$ cat config.mk
export PLATFORM = sky130hd
export DESIGN_NAME = drink_dispense_sequencer_top
export DESIGN_NICKNAME = d
export VERILOG_FILES = /design/src/rtl/dds_pkg.sv /design/src/rtl/dds_cfg.sv /design/src/rtl/dds_step.sv /design/src/rtl/drink_dispense_sequencer_top.sv
export SDC_FILE = /design/constraint.sdc
export NUM_CORES = 1
export LEC_CHECK = 0
export BUFFER_PORTS_ARGS = -buffer_cell sky130_fd_sc_hd__buf_4
export CORE_MARGIN = 4
export CORE_UTILIZATION = 50
export CTS_CLUSTER_SIZE = 24
export DETAILED_ROUTE_END_ITERATION = 12
export MAX_ROUTING_LAYER = met4
export PLACE_DENSITY = 0.68
export SLEW_MARGIN = 20
export SYNTH_ARGS = -nofsm -noshare
export SYNTH_HDL_FRONTEND = slang
export SYNTH_HIERARCHICAL = 1
export SYNTH_SLANG_ARGS = --single-unit
export TNS_END_PERCENT = 10
$ cat constraint.sdc
create_clock -name clk -period 3.9 [get_ports clk]
set_clock_uncertainty 0.15 [all_clocks]
set_input_delay 0.39 -clock clk [delete_from_list [all_inputs] [get_ports clk]]
set_output_delay 0.39 -clock clk [all_outputs]
set_load 0.005 [all_outputs]
$ cat src/rtl/dds_pkg.sv
// Shared types and codes for the drink dispense sequencer.
`timescale 1ns / 1ps
`default_nettype none

package dds_pkg;

  // Phase codes
  localparam logic [1:0] PH_IDLE    = 2'd0;
  localparam logic [1:0] PH_CHOOSE  = 2'd1;
  localparam logic [1:0] PH_SERVE   = 2'd2;
  localparam logic [1:0] PH_COLLECT = 2'd3;

  // Message codes
  localparam logic [2:0] MSG_NONE    = 3'd0;
  localparam logic [2:0] MSG_WAIT    = 3'd1;
  localparam logic [2:0] MSG_SELECT  = 3'd2;
  localparam logic [2:0] MSG_BLACK   = 3'd3;
  localparam logic [2:0] MSG_MILK    = 3'd4;
  localparam logic [2:0] MSG_COLLECT = 3'd5;

  // Configuration register indexes
  localparam logic [2:0] REG_PRESCALE_MS    = 3'd0;
  localparam logic [2:0] REG_BLINK_PERIOD   = 3'd1;
  localparam logic [2:0] REG_SELECT_TIMEOUT = 3'd2;
  localparam logic [2:0] REG_BREW_TIME      = 3'd3;
  localparam logic [2:0] REG_MILK_SWITCH    = 3'd4;
  localparam logic [2:0] REG_COLLECT_TIME   = 3'd5;

  // Configuration reset values
  localparam logic [7:0] RST_PRESCALE_MS    = 8'd100;
  localparam logic [7:0] RST_BLINK_PERIOD   = 8'd5;
  localparam logic [7:0] RST_SELECT_TIMEOUT = 8'd50;
  localparam logic [7:0] RST_BREW_TIME      = 8'd80;
  localparam logic [7:0] RST_MILK_SWITCH    = 8'd40;
  localparam logic [7:0] RST_COLLECT_TIME   = 8'd20;

  localparam logic [7:0] COUNT_MAX = 8'hFF;

  typedef struct packed {
    logic [7:0] prescale_ms;
    logic [7:0] blink_period;
    logic [7:0] select_timeout;
    logic [7:0] brew_time;
    logic [7:0] milk_switch;
    logic [7:0] collect_time;
  } cfg_t;

  typedef struct packed {
    logic [1:0] phase;
    logic [7:0] ms_count;
    logic [7:0] slow_count;
    logic       drink_is_milk;
    logic       lamp;
    logic       coffee_on;
    logic       milk_on;
    logic       buzz_on;
  } state_t;

  typedef struct packed {
    logic ms_tick;
    logic coin;
    logic want_black;
    logic want_milk;
  } step_in_t;

endpackage

`default_nettype wire

$ cat src/rtl/dds_cfg.sv
// Configuration register file of the drink dispense sequencer.
`timescale 1ns / 1ps
`default_nettype none

module dds_cfg (
  input  wire logic         clk,
  input  wire logic         rst,
  input  wire logic         wr_en,
  input  wire logic [2:0]   wr_index,
  input  wire logic [7:0]   wr_data,
  output dds_pkg::cfg_t     cfg
);

  // Write one register per transaction; indexes past the list are dropped
  always_ff @(posedge clk) begin
    if (rst) begin
      cfg.prescale_ms    <= dds_pkg::RST_PRESCALE_MS;
      cfg.blink_period   <= dds_pkg::RST_BLINK_PERIOD;
      cfg.select_timeout <= dds_pkg::RST_SELECT_TIMEOUT;
      cfg.brew_time      <= dds_pkg::RST_BREW_TIME;
      cfg.milk_switch    <= dds_pkg::RST_MILK_SWITCH;
      cfg.collect_time   <= dds_pkg::RST_COLLECT_TIME;
    end else if (wr_en) begin
      unique case (wr_index)
        dds_pkg::REG_PRESCALE_MS:    cfg.prescale_ms    <= wr_data;
        dds_pkg::REG_BLINK_PERIOD:   cfg.blink_period   <= wr_data;
        dds_pkg::REG_SELECT_TIMEOUT: cfg.select_timeout <= wr_data;
        dds_pkg::REG_BREW_TIME:      cfg.brew_time      <= wr_data;
        dds_pkg::REG_MILK_SWITCH:    cfg.milk_switch    <= wr_data;
        dds_pkg::REG_COLLECT_TIME:   cfg.collect_time   <= wr_data;
        default: ;
      endcase
    end
  end

endmodule

`default_nettype wire

$ cat src/rtl/dds_step.sv
// Next-state and message logic for one step of the sequencer.
`timescale 1ns / 1ps
`default_nettype none

module dds_step (
  input  wire dds_pkg::cfg_t     cfg,
  input  wire dds_pkg::state_t   cur,
  input  wire dds_pkg::step_in_t din,
  output dds_pkg::state_t  nxt,
  output logic [2:0]       message
);

  logic [8:0] ms_inc;
  logic       slow;
  logic [7:0] slow_sat;

  // Prescale millisecond ticks into slow ticks
  assign ms_inc   = {1'b0, cur.ms_count} + 9'd1;
  assign slow_sat = (cur.slow_count == dds_pkg::COUNT_MAX) ? cur.slow_count
                                                           : cur.slow_count + 8'd1;

  always_comb begin
    nxt     = cur;
    message = dds_pkg::MSG_NONE;
    slow    = 1'b0;

    if (din.ms_tick) begin
      if (ms_inc >= {1'b0, cfg.prescale_ms}) begin
        nxt.ms_count = '0;
        slow         = 1'b1;
      end else begin
        nxt.ms_count = ms_inc[7:0];
      end
    end

    // Advance the phase machine
    unique case (cur.phase)
      dds_pkg::PH_IDLE: begin
        if (din.coin) begin
          nxt.phase      = dds_pkg::PH_CHOOSE;
          message        = dds_pkg::MSG_SELECT;
          nxt.slow_count = '0;
          nxt.lamp       = 1'b1;
        end else if (slow) begin
          if (cur.slow_count < cfg.blink_period) begin
            nxt.slow_count = slow_sat;
          end else begin
            nxt.lamp       = ~cur.lamp;
            nxt.slow_count = '0;
          end
        end
      end
      dds_pkg::PH_CHOOSE: begin
        if (din.want_black || din.want_milk) begin
          nxt.phase         = dds_pkg::PH_SERVE;
          nxt.drink_is_milk = ~din.want_black;
          message           = din.want_black ? dds_pkg::MSG_BLACK : dds_pkg::MSG_MILK;
          nxt.coffee_on     = 1'b1;
          nxt.slow_count    = '0;
        end else if (slow) begin
          if (cur.slow_count >= cfg.select_timeout) begin
            nxt.slow_count = '0;
            nxt.lamp       = 1'b0;
            nxt.phase      = dds_pkg::PH_IDLE;
          end else begin
            nxt.slow_count = slow_sat;
          end
        end
      end
      dds_pkg::PH_SERVE: begin
        if (slow) begin
          // Milk swap wins over every other serve action
          if (cur.drink_is_milk && (cur.slow_count == cfg.milk_switch)) begin
            nxt.coffee_on  = 1'b0;
            nxt.milk_on    = 1'b1;
            nxt.lamp       = ~cur.lamp;
            nxt.slow_count = slow_sat;
          end else if (cur.slow_count < cfg.brew_time) begin
            nxt.lamp       = ~cur.lamp;
            nxt.slow_count = slow_sat;
          end else begin
            nxt.coffee_on  = 1'b0;
            nxt.milk_on    = 1'b0;
            nxt.slow_count = '0;
            nxt.phase      = dds_pkg::PH_COLLECT;
            message        = dds_pkg::MSG_COLLECT;
            nxt.buzz_on    = 1'b1;
            nxt.lamp       = 1'b0;
          end
        end
      end
      default: begin
        if (slow) begin
          if (cur.slow_count >= cfg.collect_time) begin
            nxt.slow_count = '0;
            nxt.buzz_on    = 1'b0;
            nxt.lamp       = 1'b1;
            nxt.phase      = dds_pkg::PH_IDLE;
            message        = dds_pkg::MSG_WAIT;
          end else begin
            nxt.slow_count = slow_sat;
          end
        end
      end
    endcase
  end

endmodule

`default_nettype wire

$ cat src/rtl/drink_dispense_sequencer_top.sv
// Top level of the drink dispense sequencer: stream stages, state and checks.
//
//  channel | direction | handshake        | payload
//  --------+-----------+------------------+-----------------------------------
//  s_*     | in        | s_tvalid/tready  | s_tdata: one step of request flags
//  m_*     | out       | m_tvalid/tready  | m_tdata: phase, outputs, message
//  cfg_*   | in        | cfg_valid/ready  | cfg_index, cfg_data
//
// One step per cycle sustained while results are taken; a step passes the input register,
// then goes through the step logic into the result register.
// Reset (rst, synchronous) restores the register defaults and the idle state.
// A stalled result holds the result register; the input register still takes a
// step when the result is taken in the same cycle. Config is always ready.
`timescale 1ns / 1ps
`default_nettype none

module drink_dispense_sequencer_top (
  input  wire logic        clk,
  input  wire logic        rst,
  input  wire logic        s_tvalid,
  output logic             s_tready,
  input  wire logic [7:0]  s_tdata,   // [0] ms_tick [1] coin [2] want_black [3] want_milk
  output logic             m_tvalid,
  input  wire logic        m_tready,
  output logic [15:0]      m_tdata,   // [1:0] phase [2] indicator [3] coffee_valve
                                      // [4] milk_valve [5] buzzer [8:6] message
  input  wire logic        cfg_valid,
  output logic             cfg_ready,
  input  wire logic [2:0]  cfg_index,
  input  wire logic [7:0]  cfg_data
);

  dds_pkg::cfg_t     cfg;
  dds_pkg::state_t   state;
  dds_pkg::state_t   state_next;
  dds_pkg::step_in_t in_reg;
  logic              in_valid;
  logic [2:0]        message_next;
  logic              advance;

  assign cfg_ready = 1'b1;

  dds_cfg u_cfg (
    .clk      (clk),
    .rst      (rst),
    .wr_en    (cfg_valid && cfg_ready),
    .wr_index (cfg_index),
    .wr_data  (cfg_data),
    .cfg      (cfg)
  );

  dds_step u_step (
    .cfg     (cfg),
    .cur     (state),
    .din     (in_reg),
    .nxt     (state_next),
    .message (message_next)
  );

  // Move a step into the result register when it is free or being taken
  assign advance  = in_valid && (!m_tvalid || m_tready);
  assign s_tready = !in_valid || advance;

  // Input register
  always_ff @(posedge clk) begin
    if (rst) begin
      in_valid <= 1'b0;
    end else if (s_tready) begin
      in_valid <= s_tvalid;
    end
  end

  always_ff @(posedge clk) begin
    if (s_tvalid && s_tready) begin
      in_reg.ms_tick    <= s_tdata[0];
      in_reg.coin       <= s_tdata[1];
      in_reg.want_black <= s_tdata[2];
      in_reg.want_milk  <= s_tdata[3];
    end
  end

  // Sequencer state, updated once per step
  always_ff @(posedge clk) begin
    if (rst) begin
      state.phase         <= dds_pkg::PH_IDLE;
      state.ms_count      <= '0;
      state.slow_count    <= '0;
      state.drink_is_milk <= 1'b0;
      state.lamp          <= 1'b0;
      state.coffee_on     <= 1'b0;
      state.milk_on       <= 1'b0;
      state.buzz_on       <= 1'b0;
    end else if (advance) begin
      state <= state_next;
    end
  end

  // Result register
  always_ff @(posedge clk) begin
    if (rst) begin
      m_tvalid <= 1'b0;
    end else if (advance) begin
      m_tvalid <= 1'b1;
    end else if (m_tready) begin
      m_tvalid <= 1'b0;
    end
  end

  always_ff @(posedge clk) begin
    if (advance) begin
      m_tdata <= {7'd0, message_next, state_next.buzz_on, state_next.milk_on,
                  state_next.coffee_on, state_next.lamp, state_next.phase};
    end
  end

  // Valves are exclusive
  a_valves_exclusive: assert property (@(posedge clk) disable iff (rst)
    !(state.coffee_on && state.milk_on))
    else $error("coffee and milk valves open together");

  // Valves open only while serving
  a_valves_in_serve: assert property (@(posedge clk) disable iff (rst)
    (state.coffee_on || state.milk_on) |-> (state.phase == dds_pkg::PH_SERVE))
    else $error("valve open outside serve");

  // Buzzer sounds only in collect
  a_buzz_in_collect: assert property (@(posedge clk) disable iff (rst)
    state.buzz_on |-> (state.phase == dds_pkg::PH_COLLECT))
    else $error("buzzer on outside collect");

  // Prescaler never reaches its wrap value
  a_ms_below_max: assert property (@(posedge clk) disable iff (rst)
    state.ms_count != dds_pkg::COUNT_MAX)
    else $error("millisecond count at its maximum");

  // State moves only when a step is passed to the result register
  a_state_holds: assert property (@(posedge clk) disable iff (rst)
    !advance |=> $stable(state))
    else $error("state changed without a step");

endmodule

`default_nettype wire

Word-level counts from Yosys, hierarchy flattened --
Index checks and enable logic that the tools add are counted.
Cells by class: reductions and logical operators 22, multiplexer cells 57, equality and inequality tests 12, bitwise logic cells 2, magnitude comparators 5, add/subtract/negate cells 2
Operator list (number):
- $mux W8 | 13
- $mux W3 | 8
- $pmux W8 S3 | 1
- $mux W2 | 10
- $mux W1 | 19
- $ge A8 B8 Y1 | 2
- $lt A8 B8 Y1 | 2
- $reduce_and A2 Y1 | 7
- $add A8 B1 Y9 const B | 1
- $ge A9 B8 Y1 | 1
- $pmux W3 S3 | 1
- $add A8 B1 Y8 const B | 1
- $eq A8 B8 Y1 | 1
- $eq A8 B8 Y1 const B | 1
- $eq A3 B2 Y1 const B | 2
- $eq A3 B3 Y1 const B | 2
- $pmux W2 S3 | 1
- $reduce_and A5 Y1 | 1
- $mux W4 | 1
- $pmux W1 S2 | 2
- $eq A3 B1 Y1 const B | 1
- $logic_and A1 B1 Y1 | 3
- $logic_not A3 Y1 | 1
- $logic_or A1 B1 Y1 | 3
- 13 further kinds | 15
Storage, ports and cells: logic and storage cells 121, flip-flop bits (word level) 86

Depth between registers and ports, before layout --
depth in word-level cells 7, gate-level depth with buffers 15

Modules after synthesis --
The synthesis kept the hierarchy.
Modules (own cells, without submodules):
- dds_step | instances 1, cells each 295, area each 2006.9 um2
- dds_cfg | instances 1, cells each 180, area each 1933.1 um2
- drink_dispense_sequencer_top | instances 1, cells each 133, area each 1595.3 um2

Worst setup path before layout --
OpenSTA, ideal clock, no wires.
kind reg2reg, from reg state[15] in the netlist's numbering, to reg m_tdata[2], data pin, setup time 0.266 ns, buffers on the path 1, setup slack 0.505 ns, arrival 2.979 ns, stages on the path, launching flop included 14, cell sequence dfxtp_1 -> and3_1 -> and3_1 -> nand3_1 -> xnor2_1 -> ha_1 -> and3_1 -> a221o_1 -> a221oi_2 -> o41a_1 -> buf_6 -> or4_1 -> nand2_1 -> a221o_1
RTL lines:
- from (decl) | RTL line drink_dispense_sequencer_top.sv:34 | dds_pkg::state_t state;
- from (signal assigned) | RTL line drink_dispense_sequencer_top.sv:94 | state <= state_next;
- to (signal assigned) | RTL line drink_dispense_sequencer_top.sv:111 | m_tdata <= {7'd0, message_next, state_next.buzz_on, state_next.milk_on,
- to (decl) | RTL line drink_dispense_sequencer_top.sv:25 | output logic [15:0] m_tdata,

Worst setup path after layout --
from reg state[14] in the netlist's numbering, to reg state[10] in the netlist's numbering
On the way: longest elaborated chain between the ends 6, elaborated cells on any way between the ends 9
RTL lines:
- $add A8 B1 Y9 (*) | RTL line dds_step.sv:18 | assign ms_inc = {1'b0, cur.ms_count} + 9'd1;
- $ge A9 B8 Y1 (*) | RTL line dds_step.sv:28 | if (ms_inc >= {1'b0, cfg.prescale_ms}) begin
- $mux W1 (*) | RTL line dds_step.sv:28
- $mux W1 (*) | RTL line dds_step.sv:27 | if (din.ms_tick) begin
- $ne A3 B1 Y1 (no source line), or another cell as far along
- $reduce_and A5 Y1 (no source line) (*)
Every way passes the cells marked *; elsewhere a longest branch is shown, timed or not. A chain may end at the register's enable or synchronous reset.

==> flow_summary.json <==
{
  "synth_area_mm2": 0.00554,
  "min_path_type": "in -> reg",
  "grt_pass1_wl_mm": 19.8,
  "endpoint_kind": "flop",
  "io_pins": 43,
  "max_freq_mhz": 274,
  "diodes": 0,
  "drv_cap": 0,
  "cts_tree": "yes",
  "drt_iter0_drc": 204,
  "whs_path_depth": 1,
  "die-area_mm2": 0.0128,
  "synthFlopType": "dfxtp_1",
  "rr_worst_depth": 14,
  "yosysUniqueCellTypes": 63,
  "core_area_mm2": 0.0108,
  "cp_num_buf_inv": 1,
  "synth_edf_count": 13,
  "area_growth_pct": 8.45,
  "io_buffers": 30,
  "top_layer": "met4",
  "numCtsBuffers": 9,
  "die_y_um": 113,
  "crit_path_max_incr_delay_ns": 0.41,
  "clockRootBuffer": "clkbuf_8",
  "cp_num_cells": 14,
  "slowest_stage": "dfxtp_1",
  "grt_usage_pct": 19.9,
  "clock_path_buffers": 2,
  "max_slew.worst_pin.slew_ns": 0.857,
  "wl_met1_mm": 5.78,
  "setup-tns-final_ns": 0,
  "grt_max_degree": 112,
  "grt_antenna_before_repair": 0,
  "startpoint_type": "flop",
  "drive_gt1_share_pct": 10.1,
  "hold_buffers": 0,
  "finalHoldViolations": 0,
  "finalSetupViolCount": 0,
  "final_common_cell": "nand2b_1",
  "holdWs_ns": 0.0577,
  "cts_sinks": 86,
  "dr.pass1.iters": 5,
  "dpl-instance-area_mm2": 0.00580,
  "layout_common_cells": "96 x nand2b_1, 73 x dfxtp_1, 72 x mux2i_1",
  "ys_async_sr_fraction_pct": 0,
  "post-route-min-period_ns": 3.65,
  "finalCritPeriodShare_pct": 93.5,
  "top_regs": "u_cfg/cfg x48, state x23, m_tdata x9",
  "crit_path_frequent_cell": "and3_1",
  "routedWlPerCell_um": 15.5,
  "largest_register_ffs": 48,
  "cp_top_family": "compound AO/OA/AOI/OAI gates",
  "detail-route-antenna-nets": 0,
  "cp_data_required_time_ns": 4.04,
  "slew_headroom_pct": 42.9,
  "slew_viol_final": 0,
  "path_cells": "ha_2 > and3_1 > xor2_1 > ha_1 > and3_1 > a221o_1 > a221oi_4 > buf_4 > a21oi_1 > o221ai_2 > a21oi_2 > nor3_1 > nand2b_1 > mux2i_1",
  "yosys_register_bits": 86,
  "routabilityCongestion": 0.876,
  "row_count": 38,
  "irDropWorstVdd_mv": 0.180,
  "num_vias": 4176,
  "design_area_mm2": 0.00600,
  "p_leak_uw": 0.00269,
  "wl_mm": 12.0,
  "initial_utilization_pct": 51.1,
  "yosysWarnings": 6,
  "h-tree-depth": 3,
  "viasPerCell": 5.40,
  "dp_hpwl_mm": 8.35,
  "p_per_area_mw_per_mm2": 277,
  "rsz0062_at_grt": "no",
  "crit_arrival_ns": 3.79,
  "grt_pass1_vias": 4122,
  "drc_errors": 0,
  "syn_inst": 608,
  "top_register": "u_cfg/cfg",
  "status": "finished clean",
  "synth.avg_cell_area_um2": 9.10,
  "path_max_fanout": 12,
  "grt-ovfl-total": 0,
  "wl_met2_mm": 5.60,
  "wl_met3_um": 475,
  "path_class": "reg -> reg",
  "synth_seq_area_share_pct": 33.5,
  "die_w_um": 113,
  "path_clk_slew_ns": 0.08,
  "final_core_util_pct": 55.4,
  "fin_nets": 697,
  "clock_latency_ns": 0.36
}
==> cell usage after synthesis (4+ instances only) <==
master / number / area share (%)
nand2b_1: 96 / 11
dfxtp_1: 73 / 26
mux2i_1: 72 / 13
ha_1: 44 / 9.9
inv_1: 44 / 3.0
nor2_1: 44 / 3.0
nand2_1: 21 / 1.4
o21ai_0: 21 / 1.9
a21oi_1: 20 / 1.8
clkbuf_1: 15 / 1.0
edfxtp_1: 13 / 7.1
xor2_1: 11 / 1.7
nand3_1: 10 / 0.90
and3_1: 9 / 1.0
buf_4: 9 / 1.2
a21o_1: 8 / 1.1
nor3_1: 8 / 0.72
buf_2: 7 / 0.63
nand4_1: 5 / 0.57
xnor2_1: 5 / 0.79
a221oi_1: 4 / 0.63
o211ai_1: 4 / 0.54
==> timing repair <==
| item | CTS | global route |
|---|---|---|
| buffers inserted | 0 | 0 |
| endpoints found under the setup margin | 0 | 2 |
| resized for setup | 0 | 3 |
==> cell type report <==
| type | count | area (µm²) |
|---|---|---|
| well taps | 140 | 175 |
| fillers | 980 | 4840 |
| inverters | 44 | 165 |
| clock buffers | 12 | 135 |
| multi-input cells | 448 | 3330 |
| clock inverters | 4 | 25.0 |
| repair buffers | 40 | 320 |
| flip-flops and latches | 86 | 1850 |
==> routing by layer <==
layer  track usage, %  vias to the layer above
met5                -                        -
met4             6.17                        0
met3             3.16                       11
met2             32.2                       92
met1             25.5                     1945
li1                 -                     2128
==> report_power, final <==
group	internal, µW	switching [µW]
Combinational	84.1	96.2
Sequential	922	15.3
Clock	230	318
==> kinds of logic after synthesis <==
| group | count (synthesis) | synth area share (%) |
|---|---|---|
| buffers and inverters | 80 | 7.19 |
| adders and majority gates | 44 | 9.95 |
| DFF | 86 | 33.5 |
| AOI/OAI and AO/OA | 87 | 10.8 |
| other | 2 | 0.136 |
| xor gates and xnor gates | 16 | 2.53 |
| muxes | 72 | 13.0 |
| and+or+nand+nor | 221 | 22.9 |
==> worst reg2reg max path, cell delays in order (launching register included) <==
cell and delay (ns):
dfxtp_1 0.41, ha_2 0.28, and3_1 0.22, xor2_1 0.18, ha_1 0.27, and3_1 0.17, a221o_1 0.37, a221oi_4 0.36
buf_4 0.23, a21oi_1 0.09, o221ai_2 0.26, a21oi_2 0.14, nor3_1 0.24, nand2b_1 0.08, mux2i_1 0.12
==> worst paths after layout <==
check	slack [ns]	from	to
setup / recovery	0.25	state[14]	state[10]
hold / removal	0.06	s_tdata[3]	in_reg[0]
setup reg to reg	0.25	state[14]	state[10]
hold reg to reg	0.33	u_cfg/cfg[27]	u_cfg/cfg[27]
==> per-stage QoR <==
step	std cells	setup WS, ns	power, µW
floorplan	614	0.505	1090
global placement	757	0.309	1130
detailed placement	757	0.247	1130
CTS	773	0.161	1680
global route	774	0.0327	1740
finish	774	0.253	1670
(Power assumes the default switching activity.)
